===== src/rtl/core/sabq_pkg.sv =====
package sabq_pkg;

	// grid limits (defaults for the top-level parameters)
	localparam int MAX_GRID_WIDTH  = 64;
	localparam int MAX_GRID_HEIGHT = 64;

	// field widths
	localparam int IDX_W      = 13;
	localparam int VAL_W      = 13;
	localparam int COUNT_W    = 13;
	localparam int COORD_W    = 32;
	localparam int RAD_W      = 24;
	localparam int ORIGIN_W   = 16;
	localparam int GRID_W     = 7;
	localparam int CS_W       = 9;
	localparam int CFG_IDX_W  = 3;
	localparam int CFG_DATA_W = 16;

	localparam int COUNT_MAX = 8191;
	// largest value the cell size register holds
	localparam int CELL_MAX  = (1 << CS_W) - 1;

	// coordinate after the divide by 16, origin product, and offset numerator
	localparam int FDIV_W = COORD_W - 3;
	localparam int PROD_W = ORIGIN_W + CS_W + 1;
	localparam int NUM_W  = 31;
	// corner sum: two adds and two subtracts of table words
	localparam int ACC_W  = VAL_W + 2;

	localparam int QUEUE_DEPTH = 2;

	// configuration register indexes
	localparam logic [CFG_IDX_W-1:0] CFG_ORIGIN_X    = 3'd0;
	localparam logic [CFG_IDX_W-1:0] CFG_ORIGIN_Y    = 3'd1;
	localparam logic [CFG_IDX_W-1:0] CFG_GRID_WIDTH  = 3'd2;
	localparam logic [CFG_IDX_W-1:0] CFG_GRID_HEIGHT = 3'd3;
	localparam logic [CFG_IDX_W-1:0] CFG_CELL_SIZE   = 3'd4;

	localparam logic [CS_W-1:0] CELL_SIZE_RESET = 9'd32;

	// operation codes of an input word
	localparam logic OP_WRITE = 1'b0;
	localparam logic OP_QUERY = 1'b1;

	// kinds of work handed from front to back
	localparam logic [1:0] KIND_WRITE = 2'd0;
	localparam logic [1:0] KIND_ZERO  = 2'd1;
	localparam logic [1:0] KIND_QUERY = 2'd2;

	typedef struct packed {
		logic [ORIGIN_W-1:0] origin_x;
		logic [ORIGIN_W-1:0] origin_y;
		logic [GRID_W-1:0]   grid_width;
		logic [GRID_W-1:0]   grid_height;
		logic [CS_W-1:0]     cell_size;
	} cfg_t;

	typedef struct packed {
		logic [1:0] kind;
		logic       wr_en;
	} qctrl_t;

	localparam int QCTRL_W = $bits(qctrl_t);

endpackage


===== src/rtl/core/sabq_fifo.sv =====
module sabq_fifo #(
	parameter int W     = 8,
	parameter int DEPTH = sabq_pkg::QUEUE_DEPTH
) (
	input  logic         clk,
	input  logic         arst_n,
	input  logic         push,
	output logic         full,
	input  logic [W-1:0] wdata,
	input  logic         pop,
	output logic         empty,
	output logic [W-1:0] rdata
);

	localparam int PTR_W = (DEPTH > 1) ? $clog2(DEPTH) : 1;
	localparam int CNT_W = $clog2(DEPTH + 1);

	logic [W-1:0]     slot_q [DEPTH];
	logic [PTR_W-1:0] wr_ptr_q;
	logic [PTR_W-1:0] rd_ptr_q;
	logic [CNT_W-1:0] count_q;
	logic             do_push;
	logic             do_pop;

	assign full    = (count_q == CNT_W'(DEPTH));
	assign empty   = (count_q == '0);
	assign do_push = push && !full;
	assign do_pop  = pop && !empty;
	assign rdata   = slot_q[rd_ptr_q];

	always_ff @(posedge clk or negedge arst_n) begin
		if (!arst_n) begin
			wr_ptr_q <= '0;
			rd_ptr_q <= '0;
			count_q  <= '0;
		end else begin
			if (do_push) begin
				wr_ptr_q <= (wr_ptr_q == PTR_W'(DEPTH - 1)) ? '0 : wr_ptr_q + PTR_W'(1);
			end
			if (do_pop) begin
				rd_ptr_q <= (rd_ptr_q == PTR_W'(DEPTH - 1)) ? '0 : rd_ptr_q + PTR_W'(1);
			end
			if (do_push && !do_pop) begin
				count_q <= count_q + CNT_W'(1);
			end else if (do_pop && !do_push) begin
				count_q <= count_q - CNT_W'(1);
			end
		end
	end

	always_ff @(posedge clk) begin
		if (do_push) begin
			slot_q[wr_ptr_q] <= wdata;
		end
	end

endmodule


===== config.mk =====
export PLATFORM = sky130hd
export DESIGN_NAME = sabq_fifo
export DESIGN_NICKNAME = d
export VERILOG_FILES = /design/src/rtl/core/sabq_pkg.sv /design/src/rtl/core/sabq_fifo.sv
export SDC_FILE = /design/constraint.sdc
export NUM_CORES = 1
export LEC_CHECK = 0
export BUFFER_PORTS_ARGS = -buffer_cell sky130_fd_sc_hd__clkbuf_2
export CORE_UTILIZATION = 48
export CTS_CLUSTER_SIZE = 30
export DETAILED_ROUTE_END_ITERATION = 10
export GPL_TIMING_DRIVEN = 1
export PLACE_DENSITY_LB_ADDON = 0.05
export SLEW_MARGIN = 20
export SYNTH_ARGS = -nofsm -noshare
export SYNTH_HDL_FRONTEND = slang
export SYNTH_SLANG_ARGS = --single-unit

===== constraint.sdc =====
create_clock -name clk -period 1.9 [get_ports clk]
set_input_delay 0.095 -clock clk [delete_from_list [all_inputs] [get_ports clk]]
set_output_delay 0.095 -clock clk [all_outputs]
set_load 0.02 [all_outputs]

==> run summary, run 1 <==
Run status: finished clean
Class of the worst hold path: input port to flop
Crit path largest cell delay: 0.57 ns
F_max: 673 MHz
Cell Count, Final, Fillers Out: 94
Final GP Congestion: 0.622
Cell at the root of the clock tree: sky130_fd_sc_hd__clkbuf_4
Most used standard cell by instance count after synthesis: sky130_fd_sc_hd__edfxtp_1
Measured slew at the worst slew-check pin: 0.365 ns
WHS: 0.0652 ns
Top cells by area in the synthesized netlist: sky130_fd_sc_hd__edfxtp_1 (61%), sky130_fd_sc_hd__dfrtp_1 (13%), sky130_fd_sc_hd__mux2_1 (8.6%), sky130_fd_sc_hd__mux2_2 (2.9%), sky130_fd_sc_hd__xnor2_1 (2.2%)
Latest clock arrival within the worst-skew pair: 0.29 ns
Setup repair after global routing missed its margin: false
Skew final: 0.00206 ns
Worst IR Drop VDD: 0.988 mV
Placed Cells: 81
Hold worst-path end: wr_ptr_q
Die span in x: 42.4 um
Proportion of layout cells with a drive suffix above 1: 0.385
Pin count of the biggest net entering global routing: 12
Final Hold Violating Endpoints: 0
Max-cap check violation count: 0
Dpl ws: 0.418 ns
Worst-path cell with the longest stage delay: sky130_fd_sc_hd__dfrtp_1
Number of top-level design ports: 22
Longest Clk Path Bufs: 2
First-pass iteration count of the detailed router: 2
Wirelength per Cell: 11.5 um
CTS resizes: 0
Floorplan die area: 0.00179 sq mm
Worst setup EP type: output port
Power density normalized to cell area: 1430 mW/mm^2
Static leakage power: 0.441 nW
Proportion of synthesized chip area in sequential cells: 0.742
Yosys reg bits: 20
Top cells by instance count after synthesis: sky130_fd_sc_hd__edfxtp_1 (16), sky130_fd_sc_hd__mux2_1 (6), sky130_fd_sc_hd__dfrtp_1 (4), sky130_fd_sc_hd__nor2_1 (3)
Worst setup margin: 0.415 ns
Crit path kind: flop to output port
Hold path cells: 3
Reg-to-reg slack, setup: 0.42 ns
Clock input transition at the sequential cells of the worst setup and hold paths: 0.11 ns
Final min period: 1.48 ns
Worst r2r path cells: 4
Initial antenna violation count: 0
Maximum fanout count along the critical path: 9
Post-route antenna net violation count: 0
Crit path depth: 2
Starting density of the core: 0.519
Post-synthesis cell area: 782 sq um
Overall Power: 0.00148 W
Wire length of the first global-routing pass: 1730 um
Worst flop-to-flop path startpoint: count_q[0]
Clock tree from TritonCTS: yes
Number of max-slew violations in the final report: 0
Warnings, synthesis: 0
Type of element launching the critical path: flop
Worst Hold Launch: push
Total wire length after detailed routing: 1080 um
H-tree Lvls: 1
Share of the clock period used by the worst path: 0.782
Number of diodes: 0
Global-route usage over all layers: 0.131
Average vias per placed instance: 4.77
Mapped Nets: 57
Area of the placeable core: 0.00151 sq mm
Data required time of the worst path: 1.80 ns
Cell family with most CP delay: flip-flops
Sum of negative setup slack: 0 ns
Count of input and output buffers: 21
DRT iter0 DRCs: 2
Setup bufs post-CTS: 0
Final nets: 92
Slew headroom: 0.757
Fraction of post-synthesis cell area in the top cell type by area: 0.614
Data arrival time of the critical path: 1.39 ns
Total CTS buffers: 3
Sum of overflow across all layers after global routing: 0
Placement Rows: 14
Number of synthesized flops with an enable pin: 16
Hpwl dp: 764 um
Top FF cell, synth: sky130_fd_sc_hd__edfxtp_1
Fraction of synthesis flops using an asynchronous set or reset pin: 0.200
Biggest area consumer among synthesized cells: sky130_fd_sc_hd__edfxtp_1
Number of distinct library cell variants in the gate-level netlist after synthesis: 15
Gate count after technology mapping: 44
Die Height: 42.4 um
Crit path buf inv count: 1
Average footprint of a synthesized cell: 17.8 sq um
End of the worst register-to-register path: slot_q[0][6]
Area grow syn2layout: 32.5%
Drt drc: 0
Number of global-route vias before repair: 418
Final number of setup-violating endpoints: 0
CP Cell Sequence: mux2_2 > clkbuf_2
Number of vias after detailed routing: 448
CTS sink count: 20
## through the flow
step	area [sq um]	util
floorplan	782	-
global placement	910	0.604
detailed placement	910	0.604
CTS	1040	0.688
global route	1040	0.688
finish	1040	0.688
## report_power, final
group | internal [W] | switching, W
combinational | 0.000245 | 0.000291
sequential | 0.000612 | 0.0000923
clock | 0.000117 | 0.000120
total | 0.000973 | 0.000504
## tightest hold or removal path, cell delays in order
cell and delay [ns]:
sky130_fd_sc_hd__clkbuf_2 0.09, sky130_fd_sc_hd__nand2_2 0.08, sky130_fd_sc_hd__xnor2_2 0.06
## area by class of cell
cell class / count / area [sq um]
Inverter: 2 / 7.51
Sequential cell: 20 / 581
Fill cell: 111 / 470
Multi-Input combinational cell: 21 / 189
Timing Repair Buffer: 31 / 203
Clock buffer: 4 / 36.3
Tap cell: 16 / 20.0
## registers in the layout (all words and copies together) (netlist names)
name      flops
slot_q       16
count_q       2
wr_ptr_q      1
rd_ptr_q      1
## how the worst max path moves through the flow
stage	from	end	slack (ns)
2_1_floorplan	count_q[0]	slot_q[0][0]	0.51
3_3_place_gp	count_q[0]	slot_q[0][6]	0.42
3_5_place_dp	count_q[0]	slot_q[0][6]	0.42
4_1_cts	rd_ptr_q	rdata[2]	0.38
5_1_grt	count_q[0]	slot_q[0][6]	0.28
6_report	rd_ptr_q	rdata[2]	0.42
## cell families after synthesis
group | count (synthesis) | share of synthesized area
DFF | 20 | 0.742
muxes | 8 | 0.115
and+or+nand+nor | 6 | 0.0384
xor gates and xnor gates | 5 | 0.0656
buffers and inverters | 3 | 0.0160
AOI/OAI and AO/OA | 1 | 0.00639
adders and majority gates | 1 | 0.0160
## cell usage in the layout, fill, tap and decap left out
cell type,instances
sky130_fd_sc_hd__and3_1,1
sky130_fd_sc_hd__o21ai_1,1
sky130_fd_sc_hd__mux2_1,6
sky130_fd_sc_hd__nor2_1,3
sky130_fd_sc_hd__ha_1,1
sky130_fd_sc_hd__dlygate4sd3_1,9
sky130_fd_sc_hd__dfrtp_1,4
sky130_fd_sc_hd__nand2b_1,1
sky130_fd_sc_hd__clkbuf_8,1
sky130_fd_sc_hd__clkbuf_2,21
sky130_fd_sc_hd__clkbuf_4,3
sky130_fd_sc_hd__inv_1,2
sky130_fd_sc_hd__nand2_2,1
sky130_fd_sc_hd__buf_4,1
sky130_fd_sc_hd__xnor2_1,2
sky130_fd_sc_hd__edfxtp_1,16
sky130_fd_sc_hd__xnor2_2,1
sky130_fd_sc_hd__mux2_2,2
sky130_fd_sc_hd__xor2_1,2
## metal layers
metal / vias up / track usage / part of all wire
li1: 226 / - / -
met1: 209 / 0.158 / 0.44
met2: 13 / 0.228 / 0.51
met3: 0 / 0.0517 / 0.047
met4: 0 / 0.0188 / 0
met5: - / 0 / 0
## what timing repair did
action                                  in CTS  in global routing
hold endpoints to repair                    20                  0
endpoints found under the setup margin       0                  0
hold buffers                                 9                  0
Note: power is estimated with default switching activity, not from simulation.
==> run 2: changes to the inputs <==
==> constraint.sdc (replaced) <==
create_clock -name clk -period 1.4 [get_ports clk]
set_input_delay 0.07 -clock clk [delete_from_list [all_inputs] [get_ports clk]]
set_output_delay 0.07 -clock clk [all_outputs]
set_load 0.02 [all_outputs]
==> run 2 against run 1 <==
  * Global-route usage is 4.4 points higher
  * Sequential power is 38% higher
  * Total power is 47% higher
  * Die area stayed put
  * Clock skew is 0.0012 ns higher
  * Hold slack better by 0.037 ns
  * Non-clock buffer count is 5 higher
  * Final cell count is 5.3% higher
  * Design area is 5.3% higher
==> run summary, run 2 (synthesized netlist as in run 1, its figures left out) <==
Top flop regs: slot_q x16, count_q x2
Worst setup EP type: output port
Worst setup margin: 0.0123 ns (-0.403 ns)
Final GP Congestion: 0.628 (+0.98%)
Floorplan die area: 0.00179 sq mm (unchanged)
Pin count of the biggest net entering global routing: 12 (unchanged)
Max reg flops: 16 (unchanged)
Total CTS buffers: 3 (unchanged)
Latest clock arrival within the worst-skew pair: 0.29 ns (about the same)
Number of diodes: 0 (unchanged)
Longest Clk Path Bufs: 2 (unchanged)
Met3 wirelength from detailed routing: 48 um (-5.9%)
Die Height: 42.4 um (unchanged)
Data required time of the worst path: 1.33 ns (-0.47 ns)
Skew final: 0.00330 ns (+0.00124 ns)
Post-route antenna net violation count: 0 (unchanged)
Hpwl dp: 879 um (+15%)
Placement Rows: 14 (unchanged)
Drt drc: 0 (unchanged)
First-pass iteration count of the detailed router: 2 (unchanged)
Total wire length after detailed routing: 1340 um (+24%)
H-tree Lvls: 1 (unchanged)
DRT iter0 DRCs: 6 (+4)
Launching element of the worst setup path: rd_ptr_q
Global-route usage over all layers: 0.175 (+0.0436)
Wire length of the first global-routing pass: 2190 um (+27%)
Type of element launching the critical path: flop
Clock input transition at the sequential cells of the worst setup and hold paths: 0.11 ns (about the same)
Die span in x: 42.4 um (unchanged)
Share of the clock period used by the worst path: 0.991
Area of the placeable core: 0.00151 sq mm (unchanged)
Most frequent standard cell in the layout excluding fill and tap cells: sky130_fd_sc_hd__clkbuf_2
Worst Hold Launch: pop
Sum of negative setup slack: 0 ns (unchanged)
Overall Power: 0.00217 W (+47%)
Setup repair after global routing missed its margin: true
Measured slew at the worst slew-check pin: 0.386 ns (+0.0216 ns)
Cell family with most CP delay: flip-flops
Routed length on met2: 788 um (+43%)
Slew headroom: 0.742 (-0.0144)
Number of max-slew violations in the final report: 0 (unchanged)
F_max: 721 MHz
End of the worst register-to-register path: count_q[1]
Cell at the root of the clock tree: sky130_fd_sc_hd__clkbuf_4
Data arrival time of the critical path: 1.32 ns (-0.07 ns)
WHS: 0.102 ns (+0.0368 ns)
Average vias per placed instance: 4.90 (+2.8%)
Number of global-route vias before repair: 502 (+20%)
Run status: finished clean
Maximum fanout count along the critical path: 9 (unchanged)
Final min period: 1.39 ns
CTS sink count: 20 (unchanged)
Reg-to-reg slack, setup: 0.07 ns (-0.35 ns)
Wirelength per Cell: 13.5 um (+18%)
Final Hold Violating Endpoints: 0 (unchanged)
Crit path buf inv count: 1 (unchanged)
Count of input and output buffers: 21 (unchanged)
Dpl ws: -0.00601 ns (-0.424 ns)
Sum of overflow across all layers after global routing: 0 (unchanged)
Crit path largest cell delay: 0.51 ns (-0.06 ns)
Final number of setup-violating endpoints: 0 (unchanged)
Worst r2r path cells: 7 (+3)
Starting density of the core: 0.519 (unchanged)
Final instance area: 0.00109 sq mm (+5.3%)
Worst flop-to-flop path startpoint: count_q[0]
Largest register by flop count: slot_q
CP Cell Sequence: mux2_2 > clkbuf_2
Hold worst-path end: rd_ptr_q
Routed length on met1: 495 um (+4.0%)
Static leakage power: 0.471 nW (+6.6%)
Final nets: 97 (+5.4%)
Class of the worst hold path: input port to flop
Area grow syn2layout: 39.5%
Max-cap check violation count: 0 (unchanged)
Power density normalized to cell area: 1990 mW/mm^2 (+39%)
Number of vias after detailed routing: 485 (+8.3%)
Initial antenna violation count: 0 (unchanged)
Filler Cells Inserted: 102 (-8.1%)
Worst IR Drop VDD: 1.05 mV (+6.6%)
Uppermost routed layer: met4
Hold path cells: 4 (+1)
Placed inst area: 932 sq um (+2.5%)
Crit path kind: flop to output port
Number of top-level design ports: 22 (unchanged)
Worst-path cell with the longest stage delay: sky130_fd_sc_hd__dfrtp_2
Most frequent cells in the layout: sky130_fd_sc_hd__clkbuf_2 (19), sky130_fd_sc_hd__edfxtp_1 (16), sky130_fd_sc_hd__dlygate4sd3_1 (9)
Clock tree from TritonCTS: yes
Proportion of layout cells with a drive suffix above 1: 0.482 (+0.0973)
run 2: power by group:
group | switching (W) | internal (W) | total [W]
Clock | 0.000164 | 0.000158 | 0.000323
Sequential | 0.000140 | 0.000834 | 0.000974
Combinational | 0.000445 | 0.000425 | 0.000870
Total | 0.000749 | 0.00142 | 0.00217
run 2: worst max path at each step:
| stage | end | slack [ns] | cells past startpoint |
|---|---|---|---|
| after floorplan | slot_q[0][0] | 0.008 | 3 |
| after global placement | count_q[1] | 0.02 | 7 |
| after detailed placement | count_q[1] | -0.006 | 7 |
| after CTS | rdata[2] | -0.009 | 2 |
| after global routing | rdata[4] | -0.05 | 2 |
| final | rdata[2] | 0.01 | 2 |
run 2: layout make-up:
class	count	area [sq um]	area share
clock buffer	4	36.3	0.0333
timing repair buffer	36	240	0.220
sequential	20	582	0.533
tap	16	20.0	0.0183
inverter	2	7.51	0.00688
multi-input combinational	21	205	0.188
run 2: worst register-to-register path: cells and delay by family, from the launching register on:
family | cells | cell delay, ns
xor+xnor | 2 | 0.29
fa+ha+maj | 1 | 0.18
buf+inv | 1 | 0.04
flops | 1 | 0.42
simple gates | 3 | 0.28
run 2: per-layer routing:
metal / up-vias / GRT usage
met2: 15 / 0.332
met3: 2 / 0.0388
met4: 0 / 0.0750
met5: - / 0
li1: 236 / -
met1: 232 / 0.179
run 2: repair_timing:
| item | in CTS | in global routing |
|---|---|---|
| hold buffers | 9 | 0 |
| setup endpoints to repair | 9 | 17 |
| pin swaps | 1 | 0 |
| setup buffers | 1 | 1 |
| gates resized for setup | 1 | 6 |
| hold endpoints to repair | 20 | 0 |
run 2: through the flow:
stage | utilization | std cells
global route | 0.724 | 99
CTS | 0.708 | 98
floorplan | - | 44
detailed placement | 0.619 | 84
finish | 0.724 | 99
global placement | 0.619 | 84
