### config.mk
export PLATFORM = sky130hd
export DESIGN_NAME = sabq_front
export DESIGN_NICKNAME = d
export VERILOG_FILES = /design/src/rtl/core/sabq_pkg.sv /design/src/rtl/core/sabq_front.sv
export SDC_FILE = /design/constraint.sdc
export NUM_CORES = 2
export LEC_CHECK = 0
export ABC_AREA = 1
export BUFFER_PORTS_ARGS = -buffer_cell sky130_fd_sc_hd__buf_2
export CAP_MARGIN = 20
export CORE_MARGIN = 3
export CORE_UTILIZATION = 60
export DETAILED_ROUTE_END_ITERATION = 6
export GPL_ROUTABILITY_DRIVEN = 0
export PLACE_DENSITY = 0.79
export SLEW_MARGIN = 10
export SYNTH_ARGS = -nofsm -noshare
export SYNTH_HDL_FRONTEND = slang
export SYNTH_SLANG_ARGS = --single-unit
### constraint.sdc
create_clock -name clk -period 16.4 [get_ports clk]
set_input_delay 0 -clock clk [delete_from_list [all_inputs] [get_ports clk]]
set_output_delay 0 -clock clk [all_outputs]
set_load 0.05 [all_outputs]
### src/rtl/core/sabq_pkg.sv
package sabq_pkg;

	// grid limits (defaults for the top-level parameters)
	localparam int MAX_GRID_WIDTH  = 64;
	localparam int MAX_GRID_HEIGHT = 64;

	// field widths
	localparam int IDX_W      = 13;
	localparam int VAL_W      = 13;
	localparam int COUNT_W    = 13;
	localparam int COORD_W    = 32;
	localparam int RAD_W      = 24;
	localparam int ORIGIN_W   = 16;
	localparam int GRID_W     = 7;
	localparam int CS_W       = 9;
	localparam int CFG_IDX_W  = 3;
	localparam int CFG_DATA_W = 16;

	localparam int COUNT_MAX = 8191;
	// largest value the cell size register holds
	localparam int CELL_MAX  = (1 << CS_W) - 1;

	// coordinate after the divide by 16, origin product, and offset numerator
	localparam int FDIV_W = COORD_W - 3;
	localparam int PROD_W = ORIGIN_W + CS_W + 1;
	localparam int NUM_W  = 31;
	// corner sum: two adds and two subtracts of table words
	localparam int ACC_W  = VAL_W + 2;

	localparam int QUEUE_DEPTH = 2;

	// configuration register indexes
	localparam logic [CFG_IDX_W-1:0] CFG_ORIGIN_X    = 3'd0;
	localparam logic [CFG_IDX_W-1:0] CFG_ORIGIN_Y    = 3'd1;
	localparam logic [CFG_IDX_W-1:0] CFG_GRID_WIDTH  = 3'd2;
	localparam logic [CFG_IDX_W-1:0] CFG_GRID_HEIGHT = 3'd3;
	localparam logic [CFG_IDX_W-1:0] CFG_CELL_SIZE   = 3'd4;

	localparam logic [CS_W-1:0] CELL_SIZE_RESET = 9'd32;

	// operation codes of an input word
	localparam logic OP_WRITE = 1'b0;
	localparam logic OP_QUERY = 1'b1;

	// kinds of work handed from front to back
	localparam logic [1:0] KIND_WRITE = 2'd0;
	localparam logic [1:0] KIND_ZERO  = 2'd1;
	localparam logic [1:0] KIND_QUERY = 2'd2;

	typedef struct packed {
		logic [ORIGIN_W-1:0] origin_x;
		logic [ORIGIN_W-1:0] origin_y;
		logic [GRID_W-1:0]   grid_width;
		logic [GRID_W-1:0]   grid_height;
		logic [CS_W-1:0]     cell_size;
	} cfg_t;

	typedef struct packed {
		logic [1:0] kind;
		logic       wr_en;
	} qctrl_t;

	localparam int QCTRL_W = $bits(qctrl_t);

endpackage

### src/rtl/core/sabq_front.sv
module sabq_front #(
	parameter int MAX_GRID_WIDTH  = sabq_pkg::MAX_GRID_WIDTH,
	parameter int MAX_GRID_HEIGHT = sabq_pkg::MAX_GRID_HEIGHT,
	localparam int DEPTH = (MAX_GRID_WIDTH + 1) * (MAX_GRID_HEIGHT + 1),
	localparam int AW    = $clog2(DEPTH)
) (
	input  logic                               clk,
	input  logic                               arst_n,
	input  sabq_pkg::cfg_t                     cfg,
	input  logic                               push,
	output logic                               full,
	input  logic                               operation,
	input  logic [sabq_pkg::IDX_W-1:0]         entry_index,
	input  logic [sabq_pkg::VAL_W-1:0]         entry_value,
	input  logic signed [sabq_pkg::COORD_W-1:0] light_x,
	input  logic signed [sabq_pkg::COORD_W-1:0] light_y,
	input  logic [sabq_pkg::RAD_W-1:0]         light_radius,
	output logic                               q_push,
	input  logic                               q_full,
	output sabq_pkg::qctrl_t                   q_ctrl,
	output logic [3:0][AW-1:0]                 q_addr,
	output logic [sabq_pkg::VAL_W-1:0]         q_value
);

	localparam int GMAX = (MAX_GRID_WIDTH > MAX_GRID_HEIGHT) ? MAX_GRID_WIDTH : MAX_GRID_HEIGHT;
	localparam int CAP  = GMAX + 1;
	localparam int QW   = $clog2(CAP + 1);
	localparam int DW   = $clog2((CAP + 1) * sabq_pkg::CELL_MAX + 1);
	localparam int BW   = QW + 3;
	localparam int PW   = QW + 1;
	localparam int CNTW = $clog2(QW);
	localparam int CW   = sabq_pkg::COORD_W + 1;
	localparam int FW   = sabq_pkg::FDIV_W;
	localparam int NW   = sabq_pkg::NUM_W;
	localparam int RW   = sabq_pkg::PROD_W;

	localparam logic [2:0] F_IDLE = 3'd0;
	localparam logic [2:0] F_PROD = 3'd1;
	localparam logic [2:0] F_SUB  = 3'd2;
	localparam logic [2:0] F_CLS  = 3'd3;
	localparam logic [2:0] F_DIV  = 3'd4;
	localparam logic [2:0] F_BOX  = 3'd5;
	localparam logic [2:0] F_ROW  = 3'd6;
	localparam logic [2:0] F_PUSH = 3'd7;

	logic [2:0]                       state_q;
	logic [1:0]                       kind_q;
	logic                             wr_en_q;
	logic [sabq_pkg::IDX_W-1:0]       idx_q;
	logic [sabq_pkg::VAL_W-1:0]       val_q;
	logic signed [sabq_pkg::COORD_W-1:0] lx_q;
	logic signed [sabq_pkg::COORD_W-1:0] ly_q;
	logic [sabq_pkg::RAD_W-1:0]       rad_q;
	logic signed [FW-1:0]             f_q [4];
	logic signed [RW-1:0]             prod_x_q;
	logic signed [RW-1:0]             prod_y_q;
	logic [DW-1:0]                    capcs_q;
	logic signed [NW-1:0]             n_q [4];
	logic                             lo_sat_q [4];
	logic                             hi_sat_q [4];
	logic [DW-1:0]                    rem_q [4];
	logic [QW-1:0]                    quo_q [4];
	logic [DW-1:0]                    dsh_q;
	logic [CNTW-1:0]                  cnt_q;
	logic [QW-1:0]                    fx_q;
	logic [QW-1:0]                    fy_q;
	logic [QW-1:0]                    lx1_q;
	logic [QW-1:0]                    ly1_q;
	logic [AW-1:0]                    row0_q;
	logic [AW-1:0]                    row1_q;

	logic [sabq_pkg::CS_W-1:0] cs_eff;
	logic [QW-1:0]             w_eff;
	logic [QW-1:0]             h_eff;
	logic [PW-1:0]             pw;
	logic                      accept;
	logic                      no_query;

	logic [CW-1:0]        v [4];
	logic signed [NW-1:0] csn;
	logic signed [NW-1:0] np [4];
	logic signed [NW-1:0] capn;
	logic                 ge [4];
	logic signed [BW-1:0] sq [4];
	logic signed [BW-1:0] lim [2];
	logic signed [BW-1:0] lo [2];
	logic signed [BW-1:0] hi [2];
	logic                 empty_box;

	assign cs_eff = (cfg.cell_size == '0) ? sabq_pkg::CS_W'(1) : cfg.cell_size;
	assign w_eff  = (32'(cfg.grid_width) > MAX_GRID_WIDTH) ? QW'(MAX_GRID_WIDTH)
	                                                       : QW'(cfg.grid_width);
	assign h_eff  = (32'(cfg.grid_height) > MAX_GRID_HEIGHT) ? QW'(MAX_GRID_HEIGHT)
	                                                         : QW'(cfg.grid_height);
	assign pw     = PW'(w_eff) + PW'(1);

	assign full     = (state_q != F_IDLE);
	assign accept   = push && !full;
	assign no_query = (light_radius == '0) || (w_eff == '0) || (h_eff == '0);

	// lanes: 0 x low, 1 x high, 2 y low, 3 y high
	always_comb begin
		v[0] = CW'(lx_q) - CW'(rad_q);
		v[1] = CW'(lx_q) + CW'(rad_q);
		v[2] = CW'(ly_q) - CW'(rad_q);
		v[3] = CW'(ly_q) + CW'(rad_q);
		csn  = $signed(NW'(cs_eff));
		capn = $signed(NW'(capcs_q));
		for (int k = 0; k < 4; k++) begin
			np[k] = n_q[k] + csn;
			ge[k] = (rem_q[k] >= dsh_q);
		end
	end

	// quotient relative to the origin, saturated to the range that matters
	always_comb begin
		for (int k = 0; k < 4; k++) begin
			if (lo_sat_q[k]) begin
				sq[k] = BW'(-2);
			end else if (hi_sat_q[k]) begin
				sq[k] = BW'(CAP);
			end else begin
				sq[k] = $signed(BW'(quo_q[k])) - BW'(1);
			end
		end
		lim[0] = $signed(BW'(w_eff)) - BW'(1);
		lim[1] = $signed(BW'(h_eff)) - BW'(1);
		for (int a = 0; a < 2; a++) begin
			lo[a] = sq[2 * a] - BW'(1);
			if (lo[a] < 0) begin
				lo[a] = '0;
			end
			hi[a] = sq[2 * a + 1] + BW'(1);
			if (hi[a] > lim[a]) begin
				hi[a] = lim[a];
			end
		end
		empty_box = (lo[0] > hi[0]) || (lo[1] > hi[1]);
	end

	always_ff @(posedge clk or negedge arst_n) begin
		if (!arst_n) begin
			state_q <= F_IDLE;
			cnt_q   <= '0;
		end else begin
			case (state_q)
				F_IDLE: begin
					if (accept) begin
						if (operation == sabq_pkg::OP_WRITE || no_query) begin
							state_q <= F_PUSH;
						end else begin
							state_q <= F_PROD;
						end
					end
				end
				F_PROD: state_q <= F_SUB;
				F_SUB:  state_q <= F_CLS;
				F_CLS: begin
					cnt_q   <= CNTW'(QW - 1);
					state_q <= F_DIV;
				end
				F_DIV: begin
					if (cnt_q == '0) begin
						state_q <= F_BOX;
					end else begin
						cnt_q <= cnt_q - CNTW'(1);
					end
				end
				F_BOX:  state_q <= empty_box ? F_PUSH : F_ROW;
				F_ROW:  state_q <= F_PUSH;
				F_PUSH: begin
					if (!q_full) begin
						state_q <= F_IDLE;
					end
				end
				default: state_q <= F_IDLE;
			endcase
		end
	end

	always_ff @(posedge clk) begin
		case (state_q)
			F_IDLE: begin
				if (accept) begin
					idx_q   <= entry_index;
					val_q   <= entry_value;
					lx_q    <= light_x;
					ly_q    <= light_y;
					rad_q   <= light_radius;
					wr_en_q <= (32'(entry_index) < DEPTH);
					if (operation == sabq_pkg::OP_WRITE) begin
						kind_q <= sabq_pkg::KIND_WRITE;
					end else if (no_query) begin
						kind_q <= sabq_pkg::KIND_ZERO;
					end else begin
						kind_q <= sabq_pkg::KIND_QUERY;
					end
				end
			end
			F_PROD: begin
				// floor divide by 16 is the arithmetic shift
				for (int k = 0; k < 4; k++) begin
					f_q[k] <= v[k][CW-1:4];
				end
				prod_x_q <= $signed(cfg.origin_x) * $signed({1'b0, cs_eff});
				prod_y_q <= $signed(cfg.origin_y) * $signed({1'b0, cs_eff});
				capcs_q  <= DW'(CAP + 1) * DW'(cs_eff);
			end
			F_SUB: begin
				n_q[0] <= NW'(f_q[0]) - NW'(prod_x_q);
				n_q[1] <= NW'(f_q[1]) - NW'(prod_x_q);
				n_q[2] <= NW'(f_q[2]) - NW'(prod_y_q);
				n_q[3] <= NW'(f_q[3]) - NW'(prod_y_q);
			end
			F_CLS: begin
				for (int k = 0; k < 4; k++) begin
					lo_sat_q[k] <= (n_q[k] < -csn);
					hi_sat_q[k] <= (np[k] >= capn);
					rem_q[k]    <= DW'(np[k]);
					quo_q[k]    <= '0;
				end
				dsh_q <= DW'(cs_eff) << (QW - 1);
			end
			F_DIV: begin
				for (int k = 0; k < 4; k++) begin
					if (ge[k]) begin
						rem_q[k] <= rem_q[k] - dsh_q;
					end
					quo_q[k] <= {quo_q[k][QW-2:0], ge[k]};
				end
				dsh_q <= dsh_q >> 1;
			end
			F_BOX: begin
				if (empty_box) begin
					kind_q <= sabq_pkg::KIND_ZERO;
				end
				fx_q  <= QW'(lo[0]);
				fy_q  <= QW'(lo[1]);
				lx1_q <= QW'(hi[0] + BW'(1));
				ly1_q <= QW'(hi[1] + BW'(1));
			end
			F_ROW: begin
				row0_q <= AW'(fy_q) * AW'(pw);
				row1_q <= AW'(ly1_q) * AW'(pw);
			end
			default: begin
			end
		endcase
	end

	assign q_push       = (state_q == F_PUSH) && !q_full;
	assign q_ctrl.kind  = kind_q;
	assign q_ctrl.wr_en = wr_en_q;
	assign q_value      = val_q;

	// corners 0 and 1 add, corners 2 and 3 subtract
	always_comb begin
		if (kind_q == sabq_pkg::KIND_WRITE) begin
			q_addr[0] = AW'(idx_q);
		end else begin
			q_addr[0] = row1_q + AW'(lx1_q);
		end
		q_addr[1] = row0_q + AW'(fx_q);
		q_addr[2] = row0_q + AW'(lx1_q);
		q_addr[3] = row1_q + AW'(fx_q);
	end

endmodule

==> run metrics <==
status=finished, violations left; failing checks=DRC; vias in the first global route=54888; cells taking the most area after synthesis=edfxtp_1 (28%), ha_1 (15%), nand2_1 (11%); Global Route Usage Sum=0.325; max_cap viols=0; Hold Path End=q_value[7]; pin count of the biggest net entering global routing=79; crit-path max FO=13; Post-Syn Area=between 0.06 and 0.07 mm²; Post-synth EDFFs=slightly below 600; fmax=roughly 0.19 GHz; hold path startpoint=entry_value[7]; Wirelength per Cell=between 15 and 20 µm; dpl cell area=0.0657 mm²; die area=approximately 0.11 mm²; max-slew violation count=0; Seq/Total Area, Yosys=0.283; worst rel slew slack=0.266; antenna viol nets, final=0; Yosys reg bits=about 600; FF-to-FF End=kind_q[0]; Yosys warnings=0; clock slew at reported path FFs=0.06 ns; drt total wl=177000 µm; Clock Tree Buf Depth=3; Post-CTS Resized=0; Worst-Margin Slew=1.10 ns; Leakage=34.6 nW; Hold Vio Cnt, Final=0; H-tree Lvls=3; layout cells sized above 1=0.0618; CTS Sinks=595; DR vias/cell=5.74; post-place setup slack=about 11 ns; Mapped Cells=7904; CTS tree=done; Iter 0 DRT Violations=5688; minimum clock period=5.18 ns; RSZ-0062 raised after global routing=no; clk_lat worst skew=0.68 ns; FP Rows=118; Synth Flop Type=edfxtp_1; CP arrival=5.56 ns; Startpoint Class=primary input; RR Startpoint=quo_q[1][0]; drt pass-1 iters=7; required time of the critical path=16.78 ns; total power draw=around 0.014 W; Hold Crit Depth=2; Yosys top cell area share=0.281; critical path endpoint category=register; first-pass GRT wire length=approximately 280000 µm; R2R setup slack=around 11 ns; Finished Cell Area=0.0694 mm²; Tcrit/Tclk final=0.316; number of buffers created by CTS=69; DRC=6; Buffers on Ports=about 240; Chip Height=330 µm; count leader, synth=nand2_1; final setup fails=0; Synth cell types=69; grt ovf=0; Die W=330 µm; fin nets=9520; final setup margin=11.22 ns; total negative slack=0 ns; worst hold path type=in -> reg; setup bufs post-CTS=0; Peak supply drop=306 µV; Root Buffer=clkbuf_16; syn_area_per_cell=7.97 µm²; vias after detailed routing=55744; Core ar.=0.104 mm²; PwrDens=206 mW/mm²; Initial Utilization=0.607; initial antenna violation count=4; # IOs=244; ys async rst share=0.0101; FF-to-FF path depth=33; Final Skew=approximately 0.057 ns; Post-synth top cells=nand2_1 (1893), inv_1 (1350), ha_1 (750); Hold-fix buffers, CTS=approximately 120; DP Wirelength=141000 µm; post-synth top area cell=edfxtp_1; Area Growth Syn to Fin=10.2%; crit path kind=in -> reg
cells in the final DEF (no fill, tap or decap), drive strengths merged, types with 82 or more instances in the layout:
cell type | synthesis | final
a21oi | 483 | 483
xnor2 | 138 | 138
nand2 | 1915 | 1915
fa | 317 | 317
nand4 | 105 | 105
nor3 | 97 | 97
ha | 750 | 750
edfxtp | 589 | 589
buf | 71 | 264
dlygate4sd3 | 0 | 123
o21ai | 337 | 337
nor2 | 631 | 631
xor2 | 323 | 323
nand3 | 360 | 360
clkbuf | 66 | 82
inv | 1364 | 1369
registers in the layout (all words and copies together) (netlist names), 15 cells and up:
| name | flops |
|---|---|
| f_q | 116 |
| lx_q | 32 |
| ly_q | 32 |
| rem_q | 64 |
| n_q | 120 |
| capcs_q | 15 |
| dsh_q | 15 |
| prod_x_q | 26 |
| prod_y_q | 26 |
| quo_q | 28 |
| rad_q | 24 |
layer usage:
| metal | global-route usage | part of all wire |
|---|---|---|
| met4 | 0.190 | 0.067 |
| met3 | 0.0520 | 0.087 |
| met2 | 0.533 | 0.46 |
| met5 | 0 | 0.00012 |
| met1 | 0.409 | 0.39 |
worst max-delay path: stages:
cell and delay, ns:
buf_2 0.15, inv_4 0.11, nand2_2 0.16, inv_1 0.32
ha_1 0.21, inv_1 0.06, xor2_1 0.81, nand2_1 0.15
fa_1 0.50, fa_1 0.52, fa_1 0.54, inv_1 0.05
fa_1 0.47, ha_1 0.39, a21oi_1 0.16, inv_1 0.05
a31oi_1 0.23, o21ai_0 0.20, a21oi_1 0.18, o21ai_0 0.12
xor2_1 0.16
cells by family after synthesis:
family | count (synthesis) | share of synthesized area
XOR/XNOR | 461 | 0.0642
AO/OA/AOI/OAI | 1075 | 0.0985
other | 2 | 0.000119
adder cells (fa/ha/maj) | 1067 | 0.250
buffers and inverters | 1502 | 0.0915
AND/OR/NAND/NOR | 3202 | 0.213
flip-flops | 595 | 0.283
worst max-delay path by stage:
stage / from / endpoint / slack (ns) / depth (start not counted)
after floorplan: state_q[2] / capcs_q[10] / 2.58 / 1
after global placement: cfg[22] / row1_q[12] / 10.85 / 22
after detailed placement: cfg[22] / row1_q[11] / 10.65 / 21
after CTS: cfg[22] / row1_q[11] / 11.29 / 21
after global routing: quo_q[1][0] / kind_q[0] / 10.81 / 35
final: cfg[22] / row1_q[11] / 11.22 / 21
per-stage QoR:
stage	instances	hold slack, ns	utilization
after floorplan	7958	-0.296	-
after global placement	9465	-0.166	0.633
after detailed placement	9465	-0.163	0.633
after CTS	9715	0.00547	0.669
after global routing	9716	0.0384	0.669
final	9718	0.0409	0.669
area by class of cell:
cell class / instances / area (µm²)
Clock buffer: 82 / 1790
Timing Repair Buffer: 387 / 2610
Fill cell: 8213 / 34400
Sequential cell: 595 / 17800
Multi-Input combinational cell: 5861 / 39600
Tap cell: 1380 / 1730
Antenna cell: 3 / 7.51
Inverter: 1365 / 5130
Clock inverter: 45 / 701
power by group:
part           switching (W)  total (W)  internal [W]  leakage, nW
clock               0.000687    0.00169       0.00100         1.19
combinational        0.00617    0.00938       0.00322         27.9
sequential          0.000521    0.00322       0.00270         5.50
total                0.00738     0.0143       0.00691         34.6
Note: power is estimated with default switching activity, not from simulation.
